==> src/rtl/ssr_pkg.sv <==
`default_nettype none

package ssr_pkg;

    // Default sizes
    localparam int MAX_SIZE_DEF   = 10;
    localparam int MAX_DIGITS_DEF = 8;

    // Slice layout
    localparam int SLICE_CHARS = 12;
    localparam int CHAR_W      = 2;
    localparam int SLICE_W     = SLICE_CHARS * CHAR_W;
    localparam int CODE_DIGITS = 8;

    // Character codes
    typedef logic [CHAR_W-1:0] t_char;
    localparam t_char CH_SPACE = 2'd0;
    localparam t_char CH_DASH  = 2'd1;
    localparam t_char CH_BAR   = 2'd2;

    typedef logic [SLICE_W-1:0] t_slice;

    // Input word
    typedef struct packed {
        logic [31:0] digit_codes;
        logic [3:0]  digit_count;
        logic [4:0]  row_index;
    } t_in_word;

    // Output word
    typedef struct packed {
        t_slice      slice_chars;
        logic [2:0]  digit_position;
        logic        last_slice;
    } t_out_word;

    // Segment bits, bit k: 0 top, 1 upper right, 2 lower right, 3 bottom,
    // 4 lower left, 5 upper left, 6 middle. Non-decimal codes are blank.
    function automatic logic [6:0] seg_map(input logic [3:0] code);
        logic [6:0] seg;
        case (code)
            4'd0:    seg = 7'b0111111;
            4'd1:    seg = 7'b0000110;
            4'd2:    seg = 7'b1011011;
            4'd3:    seg = 7'b1001111;
            4'd4:    seg = 7'b1100110;
            4'd5:    seg = 7'b1101101;
            4'd6:    seg = 7'b1111101;
            4'd7:    seg = 7'b0000111;
            4'd8:    seg = 7'b1111111;
            4'd9:    seg = 7'b1101111;
            default: seg = 7'b0000000;
        endcase
        return seg;
    endfunction

endpackage

`default_nettype wire

==> src/rtl/ssr_lane.sv <==
`default_nettype none

// One digit lane: renders the requested row of one glyph
module ssr_lane (
    input  wire logic [3:0]      i_code,
    input  wire logic [3:0]      i_size,
    input  wire logic [4:0]      i_row,
    output      ssr_pkg::t_slice o_slice
);
    import ssr_pkg::*;

    logic [6:0] seg;
    logic [5:0] s6;
    logic [5:0] r6;
    logic [4:0] s5;
    logic       is_top;
    logic       is_mid;
    logic       is_bot;
    logic       is_horiz;
    logic       is_up;
    logic       is_lo;
    logic       dash_on;
    logic       left_on;
    logic       right_on;

    // Row classification
    always_comb begin
        seg      = seg_map(i_code);
        s6       = {2'b00, i_size};
        r6       = {1'b0, i_row};
        s5       = {1'b0, i_size};
        is_top   = (r6 == 6'd0);
        is_mid   = (r6 == s6 + 6'd1);
        is_bot   = (r6 == {1'b0, i_size, 1'b0} + 6'd2);
        is_horiz = is_top | is_mid | is_bot;
        is_up    = !is_horiz && (r6 <= s6);
        is_lo    = !is_horiz && !is_up && (r6 <= {1'b0, i_size, 1'b0} + 6'd1);
        dash_on  = (is_top & seg[0]) | (is_mid & seg[6]) | (is_bot & seg[3]);
        left_on  = (is_up & seg[5]) | (is_lo & seg[4]);
        right_on = (is_up & seg[1]) | (is_lo & seg[2]);
    end

    // Per-column characters
    always_comb begin
        o_slice = '0;
        for (int j = 0; j < SLICE_CHARS; j++) begin
            if (j == 0 && left_on) begin
                o_slice[CHAR_W*j +: CHAR_W] = CH_BAR;
            end else if (5'(j) == s5 + 5'd1 && right_on) begin
                o_slice[CHAR_W*j +: CHAR_W] = CH_BAR;
            end else if (j >= 1 && 5'(j) <= s5 && dash_on) begin
                o_slice[CHAR_W*j +: CHAR_W] = CH_DASH;
            end
        end
    end

endmodule

`default_nettype wire

==> src/rtl/ssr_merge.sv <==
`default_nettype none

// Merge stage: holds the lane results of one row and hands them out
// one word per cycle unless stalled, leftmost digit first, through an output register.
module ssr_merge #(
    parameter int N_LANES = ssr_pkg::MAX_DIGITS_DEF
) (
    input  wire logic                                  i_clk,
    input  wire logic                                  i_rst_n,
    input  wire logic                                  i_load,
    input  wire logic [N_LANES-1:0][ssr_pkg::SLICE_W-1:0] i_slices,
    input  wire logic [3:0]                            i_count,
    output      logic                                  o_load_ok,
    output      logic                                  o_out_valid,
    input  wire logic                                  i_out_stall,
    output      ssr_pkg::t_out_word                    o_out_word
);
    import ssr_pkg::*;

    localparam int IDX_W = (N_LANES > 1) ? $clog2(N_LANES) : 1;

    logic                             r_ln_v;
    logic [N_LANES-1:0][SLICE_W-1:0]  r_slc;
    logic [3:0]                       r_cnt;
    logic [IDX_W-1:0]                 r_idx;
    logic                             r_out_v;
    t_out_word                        r_out;

    logic out_free;
    logic emit;
    logic is_last;

    // Handshake between the held row and the output register
    always_comb begin
        out_free  = !r_out_v || !i_out_stall;
        emit      = r_ln_v && out_free;
        is_last   = (4'(r_idx) + 4'd1 == r_cnt);
        o_load_ok = !r_ln_v || (emit && is_last);
    end

    // Held row and digit index
    always_ff @(posedge i_clk) begin
        if (!i_rst_n) begin
            r_ln_v <= 1'b0;
            r_idx  <= '0;
        end else if (i_load && o_load_ok) begin
            r_ln_v <= 1'b1;
            r_idx  <= '0;
        end else if (emit) begin
            r_ln_v <= !is_last;
            r_idx  <= r_idx + IDX_W'(1);
        end
    end

    always_ff @(posedge i_clk) begin
        if (i_load && o_load_ok) begin
            r_slc <= i_slices;
            r_cnt <= i_count;
        end
    end

    // Output register
    always_ff @(posedge i_clk) begin
        if (!i_rst_n) begin
            r_out_v <= 1'b0;
        end else if (out_free) begin
            r_out_v <= emit;
        end
    end

    always_ff @(posedge i_clk) begin
        if (emit) begin
            r_out.slice_chars    <= r_slc[r_idx];
            r_out.digit_position <= 3'(r_idx);
            r_out.last_slice     <= is_last;
        end
    end

    assign o_out_valid = r_out_v;
    assign o_out_word  = r_out;

endmodule

`default_nettype wire

==> src/rtl/scaled_seven_segment_row_render.sv <==
// Channel   Valid         Stall         Word
// in        i_in_valid    o_in_stall    i_in_word   (digit codes, count, row)
// out       o_out_valid   i_out_stall   o_out_word  (slice, position, last)
// cfg       i_cfg_we      -             i_cfg_wdata (glyph size)
//
// One row request gives one output word per digit in use (1 to 8; a zero
// count gives none), handed out in turn by the serialising merge stage. The
// first word passes the input register, held row and output register.
// A new row is taken while the previous one is still being handed out.
// Reset is synchronous; glyph size returns to 1. Output stall holds the
// output word and backs up into o_in_stall once the stages are full.
`default_nettype none

module scaled_seven_segment_row_render #(
    parameter int MAX_SIZE   = ssr_pkg::MAX_SIZE_DEF,
    parameter int MAX_DIGITS = ssr_pkg::MAX_DIGITS_DEF
) (
    input  wire logic               i_clk,
    input  wire logic               i_rst_n,
    input  wire logic               i_cfg_we,
    input  wire logic [3:0]         i_cfg_wdata,
    input  wire logic               i_in_valid,
    output      logic               o_in_stall,
    input  wire ssr_pkg::t_in_word  i_in_word,
    output      logic               o_out_valid,
    input  wire logic               i_out_stall,
    output      ssr_pkg::t_out_word o_out_word
);
    import ssr_pkg::*;

    localparam int N_LANES = (MAX_DIGITS < CODE_DIGITS) ? MAX_DIGITS : CODE_DIGITS;

    logic [3:0]  r_size;
    logic        r_in_v;
    logic [31:0] r_codes;
    logic [3:0]  r_cnt;
    logic [4:0]  r_row;

    logic [3:0]  size_eff;
    logic [3:0]  cnt_sat;
    logic        load_ok;
    logic        in_take;
    logic [N_LANES-1:0][SLICE_W-1:0] lane_slices;

    // Glyph size register
    always_ff @(posedge i_clk) begin
        if (!i_rst_n) begin
            r_size <= 4'd1;
        end else if (i_cfg_we) begin
            r_size <= i_cfg_wdata;
        end
    end

    // Clamp scale and digit count
    always_comb begin
        if (r_size == 4'd0) begin
            size_eff = 4'd1;
        end else if (5'(r_size) > 5'(MAX_SIZE)) begin
            size_eff = 4'(MAX_SIZE);
        end else begin
            size_eff = r_size;
        end
        if (5'(i_in_word.digit_count) > 5'(N_LANES)) begin
            cnt_sat = 4'(N_LANES);
        end else begin
            cnt_sat = i_in_word.digit_count;
        end
    end

    // Input register
    assign o_in_stall = r_in_v && !load_ok;
    assign in_take    = i_in_valid && !o_in_stall;

    always_ff @(posedge i_clk) begin
        if (!i_rst_n) begin
            r_in_v <= 1'b0;
        end else if (in_take) begin
            // a zero count gives no words at all
            r_in_v <= (cnt_sat != 4'd0);
        end else if (load_ok) begin
            r_in_v <= 1'b0;
        end
    end

    always_ff @(posedge i_clk) begin
        if (in_take) begin
            r_codes <= i_in_word.digit_codes;
            r_cnt   <= cnt_sat;
            r_row   <= i_in_word.row_index;
        end
    end

    // Digit lanes
    for (genvar l = 0; l < N_LANES; l++) begin : g_lane
        ssr_lane u_lane (
            .i_code  (r_codes[4*l +: 4]),
            .i_size  (size_eff),
            .i_row   (r_row),
            .o_slice (lane_slices[l])
        );
    end

    // Merge and output
    ssr_merge #(
        .N_LANES (N_LANES)
    ) u_merge (
        .i_clk       (i_clk),
        .i_rst_n     (i_rst_n),
        .i_load      (r_in_v),
        .i_slices    (lane_slices),
        .i_count     (r_cnt),
        .o_load_ok   (load_ok),
        .o_out_valid (o_out_valid),
        .i_out_stall (i_out_stall),
        .o_out_word  (o_out_word)
    );

endmodule

`default_nettype wire

==> config.mk <==
export PLATFORM = sky130hd
export DESIGN_NAME = scaled_seven_segment_row_render
export DESIGN_NICKNAME = d
export VERILOG_FILES = /design/src/rtl/ssr_pkg.sv /design/src/rtl/ssr_lane.sv /design/src/rtl/ssr_merge.sv /design/src/rtl/scaled_seven_segment_row_render.sv
export SDC_FILE = /design/constraint.sdc
export NUM_CORES = 1
export LEC_CHECK = 0
export ABC_AREA = 0
export BUFFER_PORTS_ARGS = -buffer_cell sky130_fd_sc_hd__buf_2
export CORE_ASPECT_RATIO = 0.9
export CORE_MARGIN = 2
export CORE_UTILIZATION = 66
export CTS_CLUSTER_DIAMETER = 30
export CTS_CLUSTER_SIZE = 12
export DETAILED_ROUTE_END_ITERATION = 10
export PLACE_DENSITY_LB_ADDON = 0.15
export SYNTH_ARGS = -nofsm -noshare
export SYNTH_HDL_FRONTEND = slang
export SYNTH_SLANG_ARGS = --single-unit
==> constraint.sdc <==
create_clock -name i_clk -period 40.4 [get_ports i_clk]
set_input_delay 2.02 -clock i_clk [delete_from_list [all_inputs] [get_ports i_clk]]
set_output_delay 2.02 -clock i_clk [all_outputs]
set_load 0.1 [all_outputs]
==> impl_results.md, run 1 <==
* Status: completed
* First-pass GRT wire length at 47780 µm
* Initial antenna violation count at 0
* Clk root buf: clkbuf_16
* Slew at the pin closest to its max-slew limit at roughly 1100 ps
* CTS Buffer Depth at 3
* Gr usage total at 25.89%
* Core Area at about 0.022 mm²
* Inserted Clock Buffers at 51
* Final setup violation count at 0
* Post-DP HPWL at approximately 17000 µm
* Main synth FF type: edfxtp_1
* Yosys reg bits at 322
* Clock skew after layout at 30.16 ps
* Final Cycle Share at ~13%
* DR DRC count at 0
* Hold path startpoint: r_cnt[2]$_DFFE_PP_
* Hold Crit Class: flop to flop
* LEAKAGE at 6.621 nW
* Worst-path clk slew at 60 ps
* Ys Warns at 0
* Cell accounting for the most synthesized area: edfxtp_1
* Synth async-reset ratio at 0%
* CP arrival at between 3000 and 4000 ps
* IO Count at 80
* Worst VDD drop at around 0.036 mV
* Synthesized cell area at 0.01485 mm²
* Final worst setup slack at around 35000 ps
* Critical R2R Launch: u_merge.r_idx[0]$_SDFFE_PP0P_
* Detail Route Antenna Nets at 0
* Port-buffer cells at 78
* Post-cts resize count at 0
* Routability cong. at about 0.8
* Pwr Density at 52.44 mW/mm²
* Die X at 162.1 µm
* Worst slack, placed at 35340 ps
* Hold depth at 0
* Wire length per cell at 19.53 µm
* Worst EP required at 38380 ps
* Max-cap violations at 0
* F_max at 0.1915 GHz
* Max Slew Vio Count at 0
* Post-Route Setup TNS at 0 ps
* Reg-to-Reg End: g_lane[1].u_lane.seg[3]$_DFF_P_
* Hold_buf cts at 0
* Period minus WS final at approximately 5200 ps
* Min-Delay Endpoint: u_merge.r_cnt[2]$_DFFE_PP_
* WHS at 423.7 ps
* Endpoint class of the critical path: output port
* Cell variety after synth at 55
* Synthesized area per cell at 13.56 µm²
* RSZ-0062 raised after global routing: no
* Synth top cells by count: edfxtp_1 (256), nor2_1 (203), dfxtp_1 (66), ha_1 (60), mux2i_1 (48)
* Post-Synthesis Cells at roughly 1.1k
* Vias at 9020
* First-pass detailed-route iteration total at 5
* Row cnt at 52
* Number of global-route vias before repair at 9205
* Critical Path Fanout Max at 52
* # clock sinks at 322
* Final Hold Violating Endpoints at 0
* Critical path type: flop to output port
* Die footprint at 0.02371 mm²
* Top cell type's share of synthesized area at 51.78%
* CTS tree: done
* Post-CTS Setup Bufs at 0
* Largest net degree at the start of global routing at 190
* H-tree Lvls at 2
* Worst R2R Setup Slack at between 30000 and 40000 ps
* Latest clock arrival within the worst-skew pair at between 500 and 600 ps
* Sequential area share after synthesis at 60.68%
* Layout area overhead at 16.08%
* Syn Nets at roughly 1.2k
* EDFF count, synth at 256
* Initial Utilization at 66.53%
* Initial DRC count at 722
* Die H at 146.3 µm
* FF-to-FF path depth at 11
* Layout net count at 1300
* Grt ovf at 0
* Drt total wl at 29890 µm
* Layout cells sized above 1 at 23.36%
* # diodes at 0
* Worst rel slew slack at 24.70%
* Ranking of synthesized cells by area: edfxtp_1 (52%), dfxtp_1 (8.9%), mux4_2 (7.0%)
* Startpoint Class: flop
* Most frequent cell after synthesis: edfxtp_1
* Number of vias per cell at 5.895
[power breakdown]
part	leakage (nW)	switching (mW)	internal, mW
clock	0.816	0.155	0.260
sequential	3.15	0.0101	0.380
combinational	2.66	0.0645	0.0333
total	6.62	0.230	0.674
[through the flow]
stage	util [%]	power, mW	cells	cell area, µm²
after floorplan	-	0.4710	1095	14850
after global placement	69.68	0.4912	1434	15550
after detailed placement	69.68	0.4935	1434	15550
after CTS	77.23	0.9088	1530	17230
after global routing	77.23	0.9321	1530	17230
final	77.23	0.9038	1530	17230
[worst max-delay path, stage by stage (launching register included)]
cell      delay [ps]
dfxtp_4         1030
ha_1             390
xor2_1           180
a211oi_2         280
o211ai_2         220
and3_1           240
buf_2            290
[logic make-up (layout without fill, tap and decap cells)]
logic type / count (synthesis) / after routing / synth area share, %
muxes: 129 / 129 / 13.08
AOI/OAI and AO/OA: 130 / 130 / 6.717
other: 1 / 1 / 0.02526
xor gates and xnor gates: 28 / 28 / 1.652
DFF: 322 / 322 / 60.68
and+or+nand+nor: 339 / 339 / 10.21
buffers and inverters: 86 / 224 / 2.587
adders and majority gates: 60 / 60 / 5.056
[cell type report]
cell class	instances	area, µm²
flip-flops and latches	322	9014
multi-input cells	687	5504
fillers	1322	5082
clock buffers	62	1390
repair buffers	97	545.5
well taps	297	371.6
clock inverters	34	292.8
inverters	31	116.4
[routing by layer]
metal | GRT usage, % | up-vias | part of all wire (%)
met5 | 0 | - | 0
met4 | 8.850 | 0 | 2.7
met3 | 4.176 | 64 | 5.6
met2 | 43.55 | 287 | 50
met1 | 34.74 | 4380 | 42
li1 | - | 4289 | -
[worst max path at each step]
stage                                             start                               to  depth (start not counted)
after floorplan                             i_out_stall    u_merge.r_idx[0]$_SDFFE_PP0P_                          5
after global placement                      i_out_stall                       o_in_stall                          5
after detailed placement                    i_out_stall  g_lane[5].u_lane.seg[3]$_DFF_P_                         10
after CTS                 u_merge.r_idx[0]$_SDFFE_PP0P_                       o_in_stall                          6
after global routing      u_merge.r_idx[0]$_SDFFE_PP0P_                       o_in_stall                          6
final                     u_merge.r_idx[0]$_SDFFE_PP0P_                       o_in_stall                          6
[placed cells by master, fill, tap and decap left out, types with 4 or more instances in the layout]
cell type / count
a21oi_1: 22
mux2i_2: 9
a222oi_1: 8
inv_1: 29
a31oi_1: 8
xnor2_1: 16
ha_1: 60
nor2_1: 203
clkinvlp_4: 6
o311ai_0: 12
nor2b_1: 28
a211oi_1: 16
dfxtp_1: 64
mux2_2: 30
mux4_2: 46
inv_6: 7
clkinv_4: 6
o31ai_1: 10
clkinv_2: 10
o211ai_1: 9
nor3_1: 11
o32ai_1: 8
nand3_2: 4
clkbuf_1: 6
buf_4: 18
and2_1: 26
xor2_1: 12
clkbuf_16: 53
nand3_1: 25
edfxtp_1: 256
a22o_1: 8
mux2i_1: 41
o22ai_1: 9
buf_2: 78
nand2_1: 30
[flip-flops by register name, summed over array words and instances (netlist names)]
signal and count:
g_lane.u_lane.seg 56, r_codes 32, u_merge.o_out_valid 1, u_merge.r_ln_v 1, u_merge.r_slc 184, u_merge.r_idx 3
r_row 5, r_size 4, r_cnt 4, u_merge.r_cnt 4, u_merge.o_out_word 27, r_in_v 1
Power figures use the tool's default switching activity.
==> run 2: changes to the inputs <==
Settings changed: CORE_UTILIZATION 66 to 55.
Clock period 40.4 ns to 4.8 ns, I/O delays scaled along.
==> run 2 against run 1 <==
  * Register-to-register slack worse by 35000 ps
  * Final area is 6.1% higher
  * Cell count is 8.6% higher
  * Sequential power grew to 8.4 times the previous value
  * Clock power grew to 10 times the previous value
  * Combinational power grew to 9.0 times the previous value
  * Worst setup slack worse by 34000 ps
  * Sequential share of layout area is 3.0 points lower
  * Power grew to 9.3 times the previous value
  * Count of clock-buffer cells in the layout is 15 higher
  * Critical path depth is 5 higher
  * Via count is 2.0% higher
  * Highest routed layer unchanged
==> impl_results.md, run 2 (synthesis gave the netlist of run 1 again) <==
* Status: completed
* Initial antenna violation count at 0 (unchanged)
* DR DRC count at 0 (unchanged)
* Worst EP required at 5270 ps (-33110 ps)
* Max Slew Vio Count at 0 (unchanged)
* Post-DP HPWL at 18740 µm (+7.8%)
* Critical path type: flop to flop
* First-pass detailed-route iteration total at 8 (+3)
* Layout cells sized above 1 at 23.79% (+0.44 points)
* Wire length per cell at 18.28 µm (-6.4%)
* Post-CTS Setup Bufs at 0 (unchanged)
* Number of global-route vias before repair at 9305 (+1.1%)
* Worst slack, placed at 964.7 ps (-34370 ps)
* Latest clock arrival within the worst-skew pair at 560 ps (about the same)
* Power, Total at 8.412 mW (+830%)
* LEAKAGE at 7.109 nW (+7.4%)
* Hold Crit Class: input pin to flop
* Hold depth at 2 (+2)
* Layout area overhead at 23.22%
* Die X at 177.2 µm (+9.3%)
* CTS tree: done
* Grt ovf at 0 (unchanged)
* Reg-to-Reg End: g_lane[0].u_lane.seg[3]$_DFF_P_
* Row cnt at 57 (+9.6%)
* First-pass GRT wire length at 49450 µm (+3.5%)
* Period minus WS final at 3835 ps
* Inserted Clock Buffers at 60 (+18%)
* Clk root buf: clkbuf_16
* Post-cts resize count at 0 (unchanged)
* Startpoint Class: flop
* Worst rel slew slack at 32.25% (+7.5 points)
* Commonest non-fill, non-tap cell in the layout: edfxtp_1
* H-tree Lvls at 2 (unchanged)
* Worst R2R Setup Slack at 960 ps (-34730 ps)
* Max reg flops at 184 (unchanged)
* Port-buffer cells at 78 (unchanged)
* Critical Path Fanout Max at 64 (+23%)
* Hold_buf cts at 45 (+45)
* IO Count at 80 (unchanged)
* Endpoint class of the critical path: flop
* Final setup violation count at 0 (unchanged)
* Largest reg by FF count: u_merge.r_slc
* Final worst setup slack at 964.6 ps (-34210 ps)
* Max-cap violations at 0 (unchanged)
* Slew at the pin closest to its max-slew limit at 1008 ps (-99.86 ps)
* Die H at 159.9 µm (+9.3%)
* Worst-path clk slew at 50 ps (about the same)
* CP arrival at 4310 ps (+1110 ps)
* Detail Route Antenna Nets at 0 (unchanged)
* FF-to-FF path depth at 11 (unchanged)
* Core Area at 0.02674 mm² (+20%)
* Final Hold Violating Endpoints at 0 (unchanged)
* # diodes at 0 (unchanged)
* Number of vias per cell at 5.541 (-6.0%)
* Final std cells w/o fill at 1661 (+8.6%)
* Placed cell count at 1503 (+4.8%)
* Pwr Density at 459.9 mW/mm² (+780%)
* F_max at 0.2607 GHz
* Worst VDD drop at 0.3223 mV (+790%)
* RSZ-0062 raised after global routing: no
* Initial Utilization at 55.51% (-11 points)
* Drt total wl at 30370 µm (+1.6%)
* Layout net count at 1366 (+5.1%)
* Hold path startpoint: i_in_word[6]
* Die footprint at 0.02833 mm² (+19%)
* Vias at 9204 (+2.0%)
* Final Cycle Share at 79.91%
* Fillers at 1901 (+44%)
* Gr usage total at 22.15% (-3.7 points)
* Largest net degree at the start of global routing at 65 (-66%)
* # clock sinks at 322 (unchanged)
* Routability cong. at 0.8040 (+0.93%)
* Initial DRC count at 670 (-7.2%)
* CTS Buffer Depth at 3 (unchanged)
* Critical R2R Launch: u_merge.r_idx[0]$_SDFFE_PP0P_
* Min-Delay Endpoint: r_cnt[1]$_DFFE_PP_
* Most frequent cells in the layout: edfxtp_1 (256), nor2_1 (203), buf_2 (78)
* Clock skew after layout at 12.00 ps (-18.16 ps)
[run 2: cell count changes in the layout (fill, tap and decap cells not counted), moves of 5 or more]
cell / previous run / this run
buf_4: 18 / 28
bufinv_16: 2 / 7
clkbuf_16: 53 / 62
mux2i_2: 9 / 2
dlygate4sd3_1: 0 / 45
clkbuf_8: 3 / 9
mux2i_1: 41 / 48
[run 2: layer usage]
layer  wire (µm)  share of wire [%]  up-vias  global-route usage, %
li1            -                  -     4431                      -
met1       13240                 44     4444                  30.66
met2       14840                 49      283                  36.06
met3        1755                5.8       46                  4.048
met4         524                1.7        0                  6.349
met5           0                  0        -                      0
[run 2: worst max path at each step]
stage	start	endpoint	slack (ps)	cells past startpoint
2_1_floorplan	u_merge.r_idx[1]$_SDFFE_PP0P_	u_merge.r_idx[0]$_SDFFE_PP0P_	-20	7
3_3_place_gp	u_merge.r_idx[0]$_SDFFE_PP0P_	g_lane[6].u_lane.seg[3]$_DFF_P_	920	10
3_5_place_dp	u_merge.r_idx[0]$_SDFFE_PP0P_	g_lane[0].u_lane.seg[3]$_DFF_P_	960	11
4_1_cts	u_merge.r_idx[0]$_SDFFE_PP0P_	g_lane[0].u_lane.seg[3]$_DFF_P_	950	11
5_1_grt	u_merge.r_idx[0]$_SDFFE_PP0P_	g_lane[0].u_lane.seg[3]$_DFF_P_	650	11
6_report	u_merge.r_idx[0]$_SDFFE_PP0P_	g_lane[0].u_lane.seg[3]$_DFF_P_	960	11
[run 2: metrics by stage]
stage / TNS (ps) / hold slack (ps) / utilization (%) / area [µm²]
after floorplan: -37.85 / 328.9 / - / 14880
after global placement: 0 / 401.7 / 58.80 / 15730
after detailed placement: 0 / 405.2 / 58.80 / 15730
after CTS: 0 / 3.443 / 68.40 / 18290
after global routing: 0 / 4.822 / 68.40 / 18290
final: 0 / 10.40 / 68.40 / 18290
[run 2: where the power goes]
| group | total [mW] | switching, mW | internal (mW) | leakage [nW] |
|---|---|---|---|---|
| Clock | 4.25 | 1.38 | 2.87 | 1.03 |
| Sequential | 3.27 | 0.0750 | 3.20 | 3.15 |
| Combinational | 0.884 | 0.566 | 0.319 | 2.93 |
[run 2: critical path, cell delays in order, from the launching register on]
cell and delay, ps:
dfxtp_4 550, ha_4 200, xor2_1 180, nor2_1 90, o211ai_2 290, a31o_4 750, buf_4 400, mux2i_1 440
inv_1 120, ha_1 320, nor2b_1 140, o311ai_2 210
[run 2: area by class of cell]
cell class	instances	area, µm²	area share (%)
Tap cell	354	442.9	2.421
Multi-Input combinational cell	687	5490	30.01
Sequential cell	322	9016	49.29
Clock buffer	77	1698	9.281
Inverter	31	116.4	0.6361
Timing Repair Buffer	154	1111	6.073
Clock inverter	36	419.2	2.291
